===== config.mk =====
export PLATFORM = sky130hd
export DESIGN_NAME = microwire_eeprom_x8_top
export DESIGN_NICKNAME = d
export VERILOG_FILES = /design/src/mwe_pkg.sv /design/src/microwire_eeprom_x8_top.sv /design/src/mwe_store.sv
export SDC_FILE = /design/constraint.sdc
export NUM_CORES = 1
export LEC_CHECK = 0
export ABC_AREA = 1
export BUFFER_PORTS_ARGS = -buffer_cell sky130_fd_sc_hd__buf_2
export CAP_MARGIN = 0
export CELL_PAD_IN_SITES_DETAIL_PLACEMENT = 1
export CELL_PAD_IN_SITES_GLOBAL_PLACEMENT = 1
export CORE_ASPECT_RATIO = 1.2
export CORE_MARGIN = 8
export CORE_UTILIZATION = 52
export CTS_CLUSTER_DIAMETER = 100
export DETAILED_ROUTE_END_ITERATION = 10
export PLACE_DENSITY = 0.8
export SLEW_MARGIN = 10
export SYNTH_ARGS = -nofsm -noshare
export SYNTH_HDL_FRONTEND = slang
export SYNTH_HIERARCHICAL = 1
export SYNTH_SLANG_ARGS = --single-unit

===== constraint.sdc =====
create_clock -name clock -period 7.2 [get_ports clock]
set_input_delay 0.36 -clock clock [delete_from_list [all_inputs] [get_ports clock]]
set_output_delay 0.36 -clock clock [all_outputs]
set_load 0.01 [all_outputs]

===== src/mwe_pkg.sv =====
// ----------------------------------------------------------------------------
// mwe_pkg
// shared types and constants for the microwire x8 eeprom command model
// ----------------------------------------------------------------------------
package mwe_pkg;

   localparam int WORDS_DEFAULT     = 128;
   localparam int WORD_BITS_DEFAULT = 8;

   localparam int OPC_W    = 3;
   localparam int ADDR_W   = 8;
   localparam int DATA_W   = 8;
   localparam int STATUS_W = 2;

   typedef enum logic [OPC_W-1:0] {
      OP_READ      = 3'd0,
      OP_WRITE     = 3'd1,
      OP_ERASE     = 3'd2,
      OP_ERASE_ALL = 3'd3,
      OP_WRITE_ALL = 3'd4,
      OP_ENABLE    = 3'd5,
      OP_DISABLE   = 3'd6
   } opcode_type;

   typedef enum logic [STATUS_W-1:0] {
      ST_DONE     = 2'd0,
      ST_DISABLED = 2'd1,
      ST_RANGE    = 2'd2
   } status_type;

   typedef enum logic [4:0] {
      S_CLEAR = 5'b00001,
      S_IDLE  = 5'b00010,
      S_EXEC  = 5'b00100,
      S_FILL  = 5'b01000,
      S_POST  = 5'b10000
   } state_type;

endpackage


===== src/microwire_eeprom_x8_top.sv =====
// ----------------------------------------------------------------------------
// microwire_eeprom_x8_top
// command-level model of a microwire serial eeprom, x8 organisation
// ----------------------------------------------------------------------------
// Commands arrive one word at a time on the req_ stream (opcode, address,
// data); each gives exactly one result word on the rsp_ stream (read data,
// status). csr_wr_en / csr_wr_data set the auto-enable bit.
// Read, write, erase, enable, disable and unused opcodes: the accepting
// edge issues the store read; in the execute state, once the result slot
// is free, the write is done and the result register loaded. Erase-all and
// write-all sweep the store one word a cycle through the single write
// port, then wait in the post state to load their result. req_tready is
// high only while the sequencer is idle, so a new command is taken only
// once the previous one has left the execute, fill and post states.
// After reset the write-enable latch is off, auto-enable is on, and a
// clearing pass writes all ones to every word with req_tready low. The
// result register frees the input side: a command can be taken while a
// result waits, but the next result is held back until rsp_tready takes
// the waiting one.
// ----------------------------------------------------------------------------
module microwire_eeprom_x8_top #(
   parameter int WORDS     = mwe_pkg::WORDS_DEFAULT,
   parameter int WORD_BITS = mwe_pkg::WORD_BITS_DEFAULT
) (
   input  logic        clock,
   input  logic        reset,
   input  logic        req_tvalid,
   output logic        req_tready,
   input  logic [23:0] req_tdata,   // opcode[2:0], address[10:3], data[18:11], zeros
   output logic        rsp_tvalid,
   input  logic        rsp_tready,
   output logic [15:0] rsp_tdata,   // read_data[7:0], status[9:8], zeros
   input  logic        csr_wr_en,
   input  logic        csr_wr_data
);

   localparam int AW = $clog2(WORDS);

   mwe_pkg::state_type                   state_ff, state_in;
   mwe_pkg::opcode_type                  cmd_op_ff, cmd_op_in;
   logic [mwe_pkg::ADDR_W-1:0]           cmd_addr_ff, cmd_addr_in;
   logic [mwe_pkg::DATA_W-1:0]           cmd_data_ff, cmd_data_in;
   logic                                 we_ff, we_in;
   logic                                 auto_ff;
   logic [AW-1:0]                        cnt_ff, cnt_in;
   logic [WORD_BITS-1:0]                 fill_val_ff, fill_val_in;
   logic                                 rsp_tvalid_ff;
   logic [mwe_pkg::DATA_W-1:0]           rsp_rd_ff, push_rd;
   mwe_pkg::status_type                  rsp_st_ff, push_st;
   logic                                 push;

   logic                                 accept;
   logic                                 slot_free;
   logic                                 in_range;
   logic                                 allowed;
   logic                                 cnt_last;
   logic [15:0]                          req_addr_ext, cmd_addr_ext;
   logic [AW-1:0]                        cmd_idx;

   logic                                 wr_en;
   logic [AW-1:0]                        wr_addr;
   logic [WORD_BITS-1:0]                 wr_data;
   logic [WORD_BITS-1:0]                 rd_data;

   assign req_tready   = (state_ff == mwe_pkg::S_IDLE);
   assign accept       = req_tvalid && req_tready;
   assign slot_free    = !rsp_tvalid_ff || rsp_tready;
   assign req_addr_ext = {8'd0, req_tdata[10:3]};
   assign cmd_addr_ext = {8'd0, cmd_addr_ff};
   assign cmd_idx      = cmd_addr_ext[AW-1:0];
   assign in_range     = {24'd0, cmd_addr_ff} < WORDS;
   assign allowed      = auto_ff || we_ff;
   assign cnt_last     = (cnt_ff == AW'(WORDS - 1));

   mwe_store #(
      .WORDS     (WORDS),
      .WORD_BITS (WORD_BITS)
   ) u_store (
      .clock   (clock),
      .wr_en   (wr_en),
      .wr_addr (wr_addr),
      .wr_data (wr_data),
      .rd_en   (accept),
      .rd_addr (req_addr_ext[AW-1:0]),
      .rd_data (rd_data)
   );

   always_comb begin
      state_in    = state_ff;
      cmd_op_in   = cmd_op_ff;
      cmd_addr_in = cmd_addr_ff;
      cmd_data_in = cmd_data_ff;
      we_in       = we_ff;
      cnt_in      = cnt_ff;
      fill_val_in = fill_val_ff;
      push        = 1'b0;
      push_rd     = '0;
      push_st     = mwe_pkg::ST_DONE;
      wr_en       = 1'b0;
      wr_addr     = cnt_ff;
      wr_data     = fill_val_ff;

      unique case (state_ff)
         mwe_pkg::S_CLEAR: begin
            wr_en   = 1'b1;
            wr_data = '1;
            cnt_in  = cnt_ff + AW'(1);
            if (cnt_last) begin
               cnt_in   = '0;
               state_in = mwe_pkg::S_IDLE;
            end
         end
         mwe_pkg::S_IDLE: begin
            if (accept) begin
               cmd_op_in   = mwe_pkg::opcode_type'(req_tdata[2:0]);
               cmd_addr_in = req_tdata[10:3];
               cmd_data_in = req_tdata[18:11];
               state_in    = mwe_pkg::S_EXEC;
            end
         end
         mwe_pkg::S_EXEC: begin
            if (slot_free) begin
               push     = 1'b1;
               state_in = mwe_pkg::S_IDLE;
               unique case (cmd_op_ff) inside
                  mwe_pkg::OP_READ: begin
                     if (in_range) begin
                        push_rd = rd_data[mwe_pkg::DATA_W-1:0];
                     end else begin
                        push_st = mwe_pkg::ST_RANGE;
                     end
                  end
                  mwe_pkg::OP_ENABLE: begin
                     we_in = 1'b1;
                  end
                  mwe_pkg::OP_DISABLE: begin
                     we_in = 1'b0;
                  end
                  mwe_pkg::OP_WRITE, mwe_pkg::OP_ERASE: begin
                     if (!in_range) begin
                        push_st = mwe_pkg::ST_RANGE;
                     end else if (!allowed) begin
                        push_st = mwe_pkg::ST_DISABLED;
                     end else begin
                        wr_en   = 1'b1;
                        wr_addr = cmd_idx;
                        wr_data = (cmd_op_ff == mwe_pkg::OP_WRITE) ?
                                  WORD_BITS'(cmd_data_ff) : '1;
                        if (auto_ff) begin
                           we_in = 1'b0;
                        end
                     end
                  end
                  mwe_pkg::OP_ERASE_ALL, mwe_pkg::OP_WRITE_ALL: begin
                     if (!allowed) begin
                        push_st = mwe_pkg::ST_DISABLED;
                     end else begin
                        push        = 1'b0;
                        state_in    = mwe_pkg::S_FILL;
                        cnt_in      = '0;
                        fill_val_in = (cmd_op_ff == mwe_pkg::OP_WRITE_ALL) ?
                                      WORD_BITS'(cmd_data_ff) : '1;
                        if (auto_ff) begin
                           we_in = 1'b0;
                        end
                     end
                  end
                  default: begin
                  end
               endcase
            end
         end
         mwe_pkg::S_FILL: begin
            wr_en  = 1'b1;
            cnt_in = cnt_ff + AW'(1);
            if (cnt_last) begin
               cnt_in   = '0;
               state_in = mwe_pkg::S_POST;
            end
         end
         mwe_pkg::S_POST: begin
            if (slot_free) begin
               push     = 1'b1;
               state_in = mwe_pkg::S_IDLE;
            end
         end
         default: begin
            state_in = mwe_pkg::S_CLEAR;
            cnt_in   = '0;
         end
      endcase
   end

   always_ff @(posedge clock) begin
      if (reset) begin
         state_ff      <= mwe_pkg::S_CLEAR;
         cnt_ff        <= '0;
         we_ff         <= 1'b0;
         auto_ff       <= 1'b1;
         rsp_tvalid_ff <= 1'b0;
      end else begin
         state_ff <= state_in;
         cnt_ff   <= cnt_in;
         we_ff    <= we_in;
         if (csr_wr_en) begin
            auto_ff <= csr_wr_data;
         end
         if (push) begin
            rsp_tvalid_ff <= 1'b1;
         end else if (rsp_tready) begin
            rsp_tvalid_ff <= 1'b0;
         end
      end
   end

   always_ff @(posedge clock) begin
      cmd_op_ff   <= cmd_op_in;
      cmd_addr_ff <= cmd_addr_in;
      cmd_data_ff <= cmd_data_in;
      fill_val_ff <= fill_val_in;
      if (push) begin
         rsp_rd_ff <= push_rd;
         rsp_st_ff <= push_st;
      end
   end

   assign rsp_tvalid = rsp_tvalid_ff;
   assign rsp_tdata  = {6'd0, rsp_st_ff, rsp_rd_ff};

   // sequencer checks
   a_accept_exec: assert property (@(posedge clock) disable iff (reset)
      accept |=> state_ff == mwe_pkg::S_EXEC)
      else $error("accepted command did not move to execute");

   a_fill_post: assert property (@(posedge clock) disable iff (reset)
      (state_ff == mwe_pkg::S_FILL && cnt_last) |=> state_ff == mwe_pkg::S_POST)
      else $error("bulk sweep did not end in post state");

   a_push_source: assert property (@(posedge clock) disable iff (reset)
      push |-> (state_ff == mwe_pkg::S_EXEC || state_ff == mwe_pkg::S_POST) && slot_free)
      else $error("result pushed from wrong state or into full slot");

endmodule


===== src/mwe_store.sv =====
// ----------------------------------------------------------------------------
// mwe_store
// word store: one write port, one registered read port
// ----------------------------------------------------------------------------
module mwe_store #(
   parameter int WORDS     = mwe_pkg::WORDS_DEFAULT,
   parameter int WORD_BITS = mwe_pkg::WORD_BITS_DEFAULT
) (
   input  logic                     clock,
   input  logic                     wr_en,
   input  logic [$clog2(WORDS)-1:0] wr_addr,
   input  logic [WORD_BITS-1:0]     wr_data,
   input  logic                     rd_en,
   input  logic [$clog2(WORDS)-1:0] rd_addr,
   output logic [WORD_BITS-1:0]     rd_data
);

   logic [WORD_BITS-1:0] mem [WORDS];
   logic [WORD_BITS-1:0] rd_data_ff;

   always_ff @(posedge clock) begin
      if (wr_en) begin
         mem[wr_addr] <= wr_data;
      end
   end

   always_ff @(posedge clock) begin
      if (rd_en) begin
         rd_data_ff <= mem[rd_addr];
      end
   end

   assign rd_data = rd_data_ff;

endmodule


After elaboration in Yosys (flattened, before gate mapping)
Memory sizes are Yosys's and may differ from the RTL's. A register that Yosys moved wholly into a read port is not among the register bits.
Cells that the tools add are included.
{"block": "op_classes", "add_sub_neg": 1, "n_mul": 0, "n_div": 0, "order_cmp": 1, "n_eq_ne": 20, "shift": 0, "n_mux": 46, "n_bitwise": 1, "n_reduce_logical": 18}
{"cell": "7-bit two-way mux", "n": 9}
{"cell": "8-bit two-way mux", "n": 5}
{"cell": "5-bit two-way mux", "n": 5}
{"cell": "5-bit case mux with 5 select lines", "n": 1}
{"cell": "7-bit case mux with 3 select lines", "n": 1}
{"cell": "1-bit two-way mux", "n": 16}
{"cell": "8-bit case mux with 2 select lines", "n": 1}
{"cell": "4-bit AND reduction", "n": 4}
{"cell": "2-bit != test, second input constant", "n": 7}
{"cell": "3-bit == test, second input constant", "n": 3}
{"cell": "8-bit less-than comparator, second input constant", "n": 1}
{"cell": "4-bit two-way mux", "n": 2}
{"cell": "2-bit OR reduction", "n": 4}
{"cell": "7-bit by 1-bit adder with 7-bit output, second input constant", "n": 1}
{"cell": "7-bit == test, second input constant", "n": 1}
{"cell": "3-bit by 2-bit == test with 1-bit output, second input constant", "n": 2}
{"cell": "2-bit case mux with 3 select lines", "n": 1}
{"cell": "5-bit by 1-bit == test with 1-bit output, second input constant", "n": 1}
{"cell": "5-bit by 2-bit == test with 1-bit output, second input constant", "n": 1}
{"cell": "5-bit by 3-bit == test with 1-bit output, second input constant", "n": 1}
{"cell": "5-bit by 4-bit == test with 1-bit output, second input constant", "n": 1}
{"cell": "5-bit == test, second input constant", "n": 1}
{"cell": "5-bit AND reduction", "n": 1}
{"cell": "2-bit two-way mux", "n": 2}
{"cell": "other kinds (12)", "n": 15}
{"block": "word_totals", "regBits": 52, "latch_bits": 0, "ramBits": 1024, "rom_bits": 0, "input_bits": 30, "mem_count": 1}
{"memory": "u_store.mem", "words": 128, "width": 8, "rd": 1, "rd_ports_with_merged_regs": 1, "write_ports": 1, "line": "mwe_store.sv:18", "rtl": "logic [WORD_BITS-1:0] mem [WORDS];"}

Logic depth before layout (Yosys ltp)
{"block": "depth", "word_depth": 8, "mapped_depth": 14, "ltp_nobuf": 11}

Cells and area by module
Netlist, hierarchy kept.
{"mod": "mwe_store", "instances": 1, "cells_each": 3575, "area_each_um2": 42184.2, "seq_area_each_um2": 30989.7}
{"mod": "microwire_eeprom_x8_top", "instances": 1, "cells_each": 298, "area_each_um2": 2582.5, "seq_area_each_um2": 1411.4}

Worst setup path after synthesis
No wires, ideal clock.
{"block": "synth_path", "path_kind": "reg2reg", "startpoint": "register cmd_op_ff[0]", "endpoint": "memory u_store/mem[0][0] (netlist bit) (data pin)", "arrival_ns": 4.245, "path_slack_ns": 2.125, "path_stages_with_launch": 7, "n_path_buf": 1, "path_cell_list": "edfxtp_1 nand2_1 nand3_1 nor2_4 nand2_4 buf_2 o21ai_1"}
{"block": "synth_between", "elab_chain_cells": 7, "elab_cells_between_ends": 9}
{"item": "from (decl)", "line": "microwire_eeprom_x8_top.sv:40", "rtl": "mwe_pkg::opcode_type cmd_op_ff, cmd_op_in;"}
{"item": "from (signal assigned)", "line": "microwire_eeprom_x8_top.sv:217", "rtl": "cmd_op_ff <= cmd_op_in;"}
{"item": "3-bit by 1-bit == test with 1-bit output", "line": "microwire_eeprom_x8_top.sv:147", "rtl": "wr_data = (cmd_op_ff == mwe_pkg::OP_WRITE) ?"}
{"item": "8-bit two-way mux", "line": "microwire_eeprom_x8_top.sv:147"}
{"item": "8-bit two-way mux", "line": "microwire_eeprom_x8_top.sv:142", "rtl": "end else if (!allowed) begin"}
{"item": "8-bit two-way mux", "line": "microwire_eeprom_x8_top.sv:140", "rtl": "if (!in_range) begin"}
{"item": "8-bit two-way mux (*)", "line": "microwire_eeprom_x8_top.sv:125", "rtl": "unique case (cmd_op_ff) inside"}
{"item": "8-bit two-way mux (*)", "line": "microwire_eeprom_x8_top.sv:122", "rtl": "if (slot_free) begin"}
{"item": "8-bit case mux with 2 select lines (*)", "line": "microwire_eeprom_x8_top.sv:103", "rtl": "unique case (state_ff)"}
{"item": "via wr_data[0]", "line": "microwire_eeprom_x8_top.sv:62", "rtl": "logic [WORD_BITS-1:0] wr_data;"}
{"item": "to (decl)", "line": "mwe_store.sv:18"}
Mark *: on every way through the listed nets, which the timed path passes. The rest lies on a longest branch.

Worst setup path after layout
{"block": "layout_path", "startpoint": "register cmd_op_ff[0]", "endpoint": "memory u_store/mem[111][4] (netlist bit), enable pin"}
{"block": "layout_between", "elab_cells_between_ends": 11}
{"item": "3-bit by 1-bit == test with 1-bit output or 3-bit by 2-bit == test with 1-bit output (tied branches)"}
{"item": "2-bit OR reduction (*)", "line": "microwire_eeprom_x8_top.sv:125"}
{"item": "7-bit two-way mux (*)", "line": "microwire_eeprom_x8_top.sv:125"}
{"item": "7-bit two-way mux (*)", "line": "microwire_eeprom_x8_top.sv:122"}
{"item": "7-bit two-way mux (*)", "line": "microwire_eeprom_x8_top.sv:103"}
{"item": "via wr_addr[0]", "line": "microwire_eeprom_x8_top.sv:61", "rtl": "logic [AW-1:0] wr_addr;"}
Marked as above.

==> impl_metrics.toml <==
[status]
outcome = "complete, no violations"

[min_path]
hp-class = "in2reg"
hold_start = "reset"
min_to = "state_ff[1]$_SDFFE_PP0P_"
holdPathStages = 2

[clocking]
clk_pin_slew_ns = 0.07
tritoncts = "built"
clkLatencyLatePin_ns = 0.67
clock_sinks = 1084
clockBufferDepth = 3
cts-root-buf = "clkbuf_16"
h-tree-depth = 3
cts_buffers = 101

[sta]
grt_setup_unrepaired = "no"
fin_skew_ns = 0.0257
finalHoldViolations = 0
post-route-period-util = 0.591
tightestPinTransition_ns = 1.21
slew_violations = 0
fin_hold_ws_ns = 0.0472
max_freq_mhz = 235
timing.setup.tns_ns = 0
post-route-min-period_ns = 4.26
slew_headroom = 0.195
setup_viol = 0

[cells_and_area]
syn_to_final_growth_pct = 9.14
seq_area_mm2 = 0.0324
antennaDiodeCount = 0
multi_input_area_mm2 = 0.0108
drive_above_1_share = 0.0640
nFillCells = 8741
final_area_mm2 = 0.0489
fin_util = 0.570
nNetsFinal = 3860

[global_routing]
grt_first_pass_wirelength_um = 191000
grt-busiest-layer = "met2"
grt_pass1_vias = 31770
gr-total-overflow = 0
grt_util_met2 = 0.448
met1_usage = 0.324
antenna_found_initial = 1
grtUsageMet3 = 0.0304
grt_usage = 0.259
grt_max_degree = 189

[die]
fp.dieArea_mm2 = 0.0958
die_h_um = 337
core_mm2 = 0.0858
io_pins = 48
num_rows = 118
dieWidth_um = 284
start_util = 0.522

[place]
gp_congestion = 0.835
dp_hpwl_um = 72800
io_buffers = 36
dpl_cell_area_mm2 = 0.0454

[flow_run]
maxCapViolations = 0

[synth]
synth_top_cell_area_share = 0.717
syn_inst = 3873
avgSynthCellArea_um2 = 11.6
synth_area_leaders = "edfxtp_1 72%, nand3_1 11%, nand2_1 11%"
yosysTopAreaCell = "edfxtp_1"
ys_warn_count = 6
ys_types = 35
ys_seq_area_frac = 0.724
synth.cell_area_mm2 = 0.0448
synth-seq-cells = 1084

[setup_path]
cp.arrival_ns = 4.55
worst_setup_path_end_kind = "flop"
worst_ep_required_time_ns = 7.49
regToRegSetupSlack_ns = 2.94
r2r_cells = 10
start_kind = "flop"
crit_fanout = 22
path_class = "reg2reg"
crit-reg2reg-launch = "cmd_op_ff[0]$_DFFE_PP_"
r2r_end = "u_store/mem[111][4]$_DFFE_PP_"

[routing]
vias = 30360
wl_per_cell_um = 25.2
drc_errors = 0
first_iter_violations = 2827
wl_um = 127000
viasPerCell = 6.01
drt_first_pass_iters = 5
ant_nets = 0

[pwr]
power_density_mw_per_mm2 = 313
ir_worst_vdd_mv = 0.275
totalPowerFinal_mw = 15.3
leakage_nw = 17.1
-- critical path, stage by stage (launching register included) --
cell and delay (ns):
edfxtp_1 0.48, nand2_1 0.19, nand3_1 0.14, nor2_4 0.24
nand2_4 0.21, a21oi_1 0.52, inv_1 0.20, nor3_1 0.26
nand2_1 0.59, buf_4 0.44, nor2_1 0.60
-- power breakdown --
part	switching, mW	leakage, nW	internal [mW]	total (mW)
logic	1.78	5.95	0.285	2.07
registers	0.0355	9.54	7.83	7.87
clock network	2.30	1.60	3.05	5.34
total	4.12	17.1	11.2	15.3
-- flip-flops by register name (all words and copies together) (netlist names) --
| register | cells |
|---|---|
| we_ff | 1 |
| u_store/rd_data | 8 |
| state_ff | 5 |
| auto_ff | 1 |
| rsp_st_ff | 2 |
| cnt_ff | 7 |
| cmd_op_ff | 3 |
| rsp_tvalid | 1 |
| cmd_data_ff | 8 |
| cmd_addr_ff | 8 |
| fill_val_ff | 8 |
| u_store/mem | 1024 |
| rsp_rd_ff | 8 |
-- synthesized netlist by cell type (all sizes together) --
cell    count
a21oi      21
and2        1
buf       205
clkbuf     35
conb        1
dfxtp      15
edfxtp   1069
ha          1
inv        72
nand2    1275
nand3     960
nand3b      1
nand4       4
nor2      186
nor3        9
nor4        1
o211ai      2
o21a        1
o21ai       6
or2         7
xor2        1
-- worst max path at each step --
stage | cells after the start | to | startpoint | slack, ns
floorplan | 6 | u_store/mem[0][0]$_DFFE_PP_ | cmd_op_ff[0]$_DFFE_PP_ | 2.12
global placement | 10 | u_store/mem[7][4]$_DFFE_PP_ | cmd_op_ff[0]$_DFFE_PP_ | 3.32
detailed placement | 10 | u_store/mem[111][4]$_DFFE_PP_ | cmd_op_ff[0]$_DFFE_PP_ | 3.17
CTS | 10 | u_store/mem[111][1]$_DFFE_PP_ | cmd_op_ff[2]$_DFFE_PP_ | 3.10
global route | 10 | u_store/mem[47][6]$_DFFE_PP_ | cmd_op_ff[0]$_DFFE_PP_ | 2.81
finish | 10 | u_store/mem[111][4]$_DFFE_PP_ | cmd_op_ff[0]$_DFFE_PP_ | 2.94
-- logic make-up after synthesis --
logic type               after synthesis  share of synthesized area
AO/OA/AOI/OAI                         30                    0.00352
XOR/XNOR                               1                   0.000196
adder cells (fa/ha/maj)                1                   0.000279
buffers and inverters                312                     0.0375
flip-flops                          1084                      0.724
other                                  1                  0.0000838
AND/OR/NAND/NOR                     2444                      0.235
-- area by class of cell --
| class | count | share of cell area |
|---|---|---|
| clock inverters | 60 | 0.0121 |
| repair buffers | 88 | 0.0134 |
| clock buffers | 122 | 0.0551 |
| flip-flops and latches | 1084 | 0.663 |
| well taps | 1140 | 0.0292 |
| inverters | 72 | 0.00609 |
| multi-input cells | 2482 | 0.221 |
-- cells in the final DEF, fill, tap and decap left out, types with 2 or more instances in the layout --
master         synthesis  routed
a21oi_1               21      21
buf_12                 0       2
buf_2                122      33
buf_4                 46      36
bufinv_16              0      11
clkbuf_1              35      16
clkbuf_16              0     104
clkbuf_8               0       3
clkinv_1               0      19
clkinv_2               0      21
clkinvlp_4             0       5
conb_1                 1       6
dfxtp_1               15      15
dlygate4sd3_1          0      15
edfxtp_1            1069    1069
inv_1                 66      65
inv_2                  5       3
inv_6                  0       3
nand2_1             1272    1271
nand2_2                2       3
nand3_1              957     952
nand3_2                2       2
nand3_4                1       6
nand4_1                4       4
nor2_1               180     179
nor2_2                 1       2
nor2_4                 4       4
nor3_1                 9       9
o211ai_1               2       2
o21ai_0                4       4
o21ai_4                0       2
or2_0                  5       5
or2_2                  2       2
-- layer usage --
layer | wire, µm | up-vias
met4 | 6360 | 2
met1 | 48600 | 15330
met3 | 8670 | 325
met5 | 11 | -
met2 | 63300 | 1268
li1 | - | 13435
-- metrics by stage --
step | worst slack, ns | instances
floorplan | 2.12 | 3878
global placement | 3.32 | 4851
detailed placement | 3.17 | 4851
CTS | 3.10 | 5048
global route | 2.81 | 5048
finish | 2.94 | 5048
-- what timing repair did --
item                                   in CTS  in global routing
setup buffers                               0                  0
resized for setup                           0                  0
hold buffers                               15                  0
endpoints found under the hold margin      14                  0
Note: power is estimated with default switching activity, not from simulation.
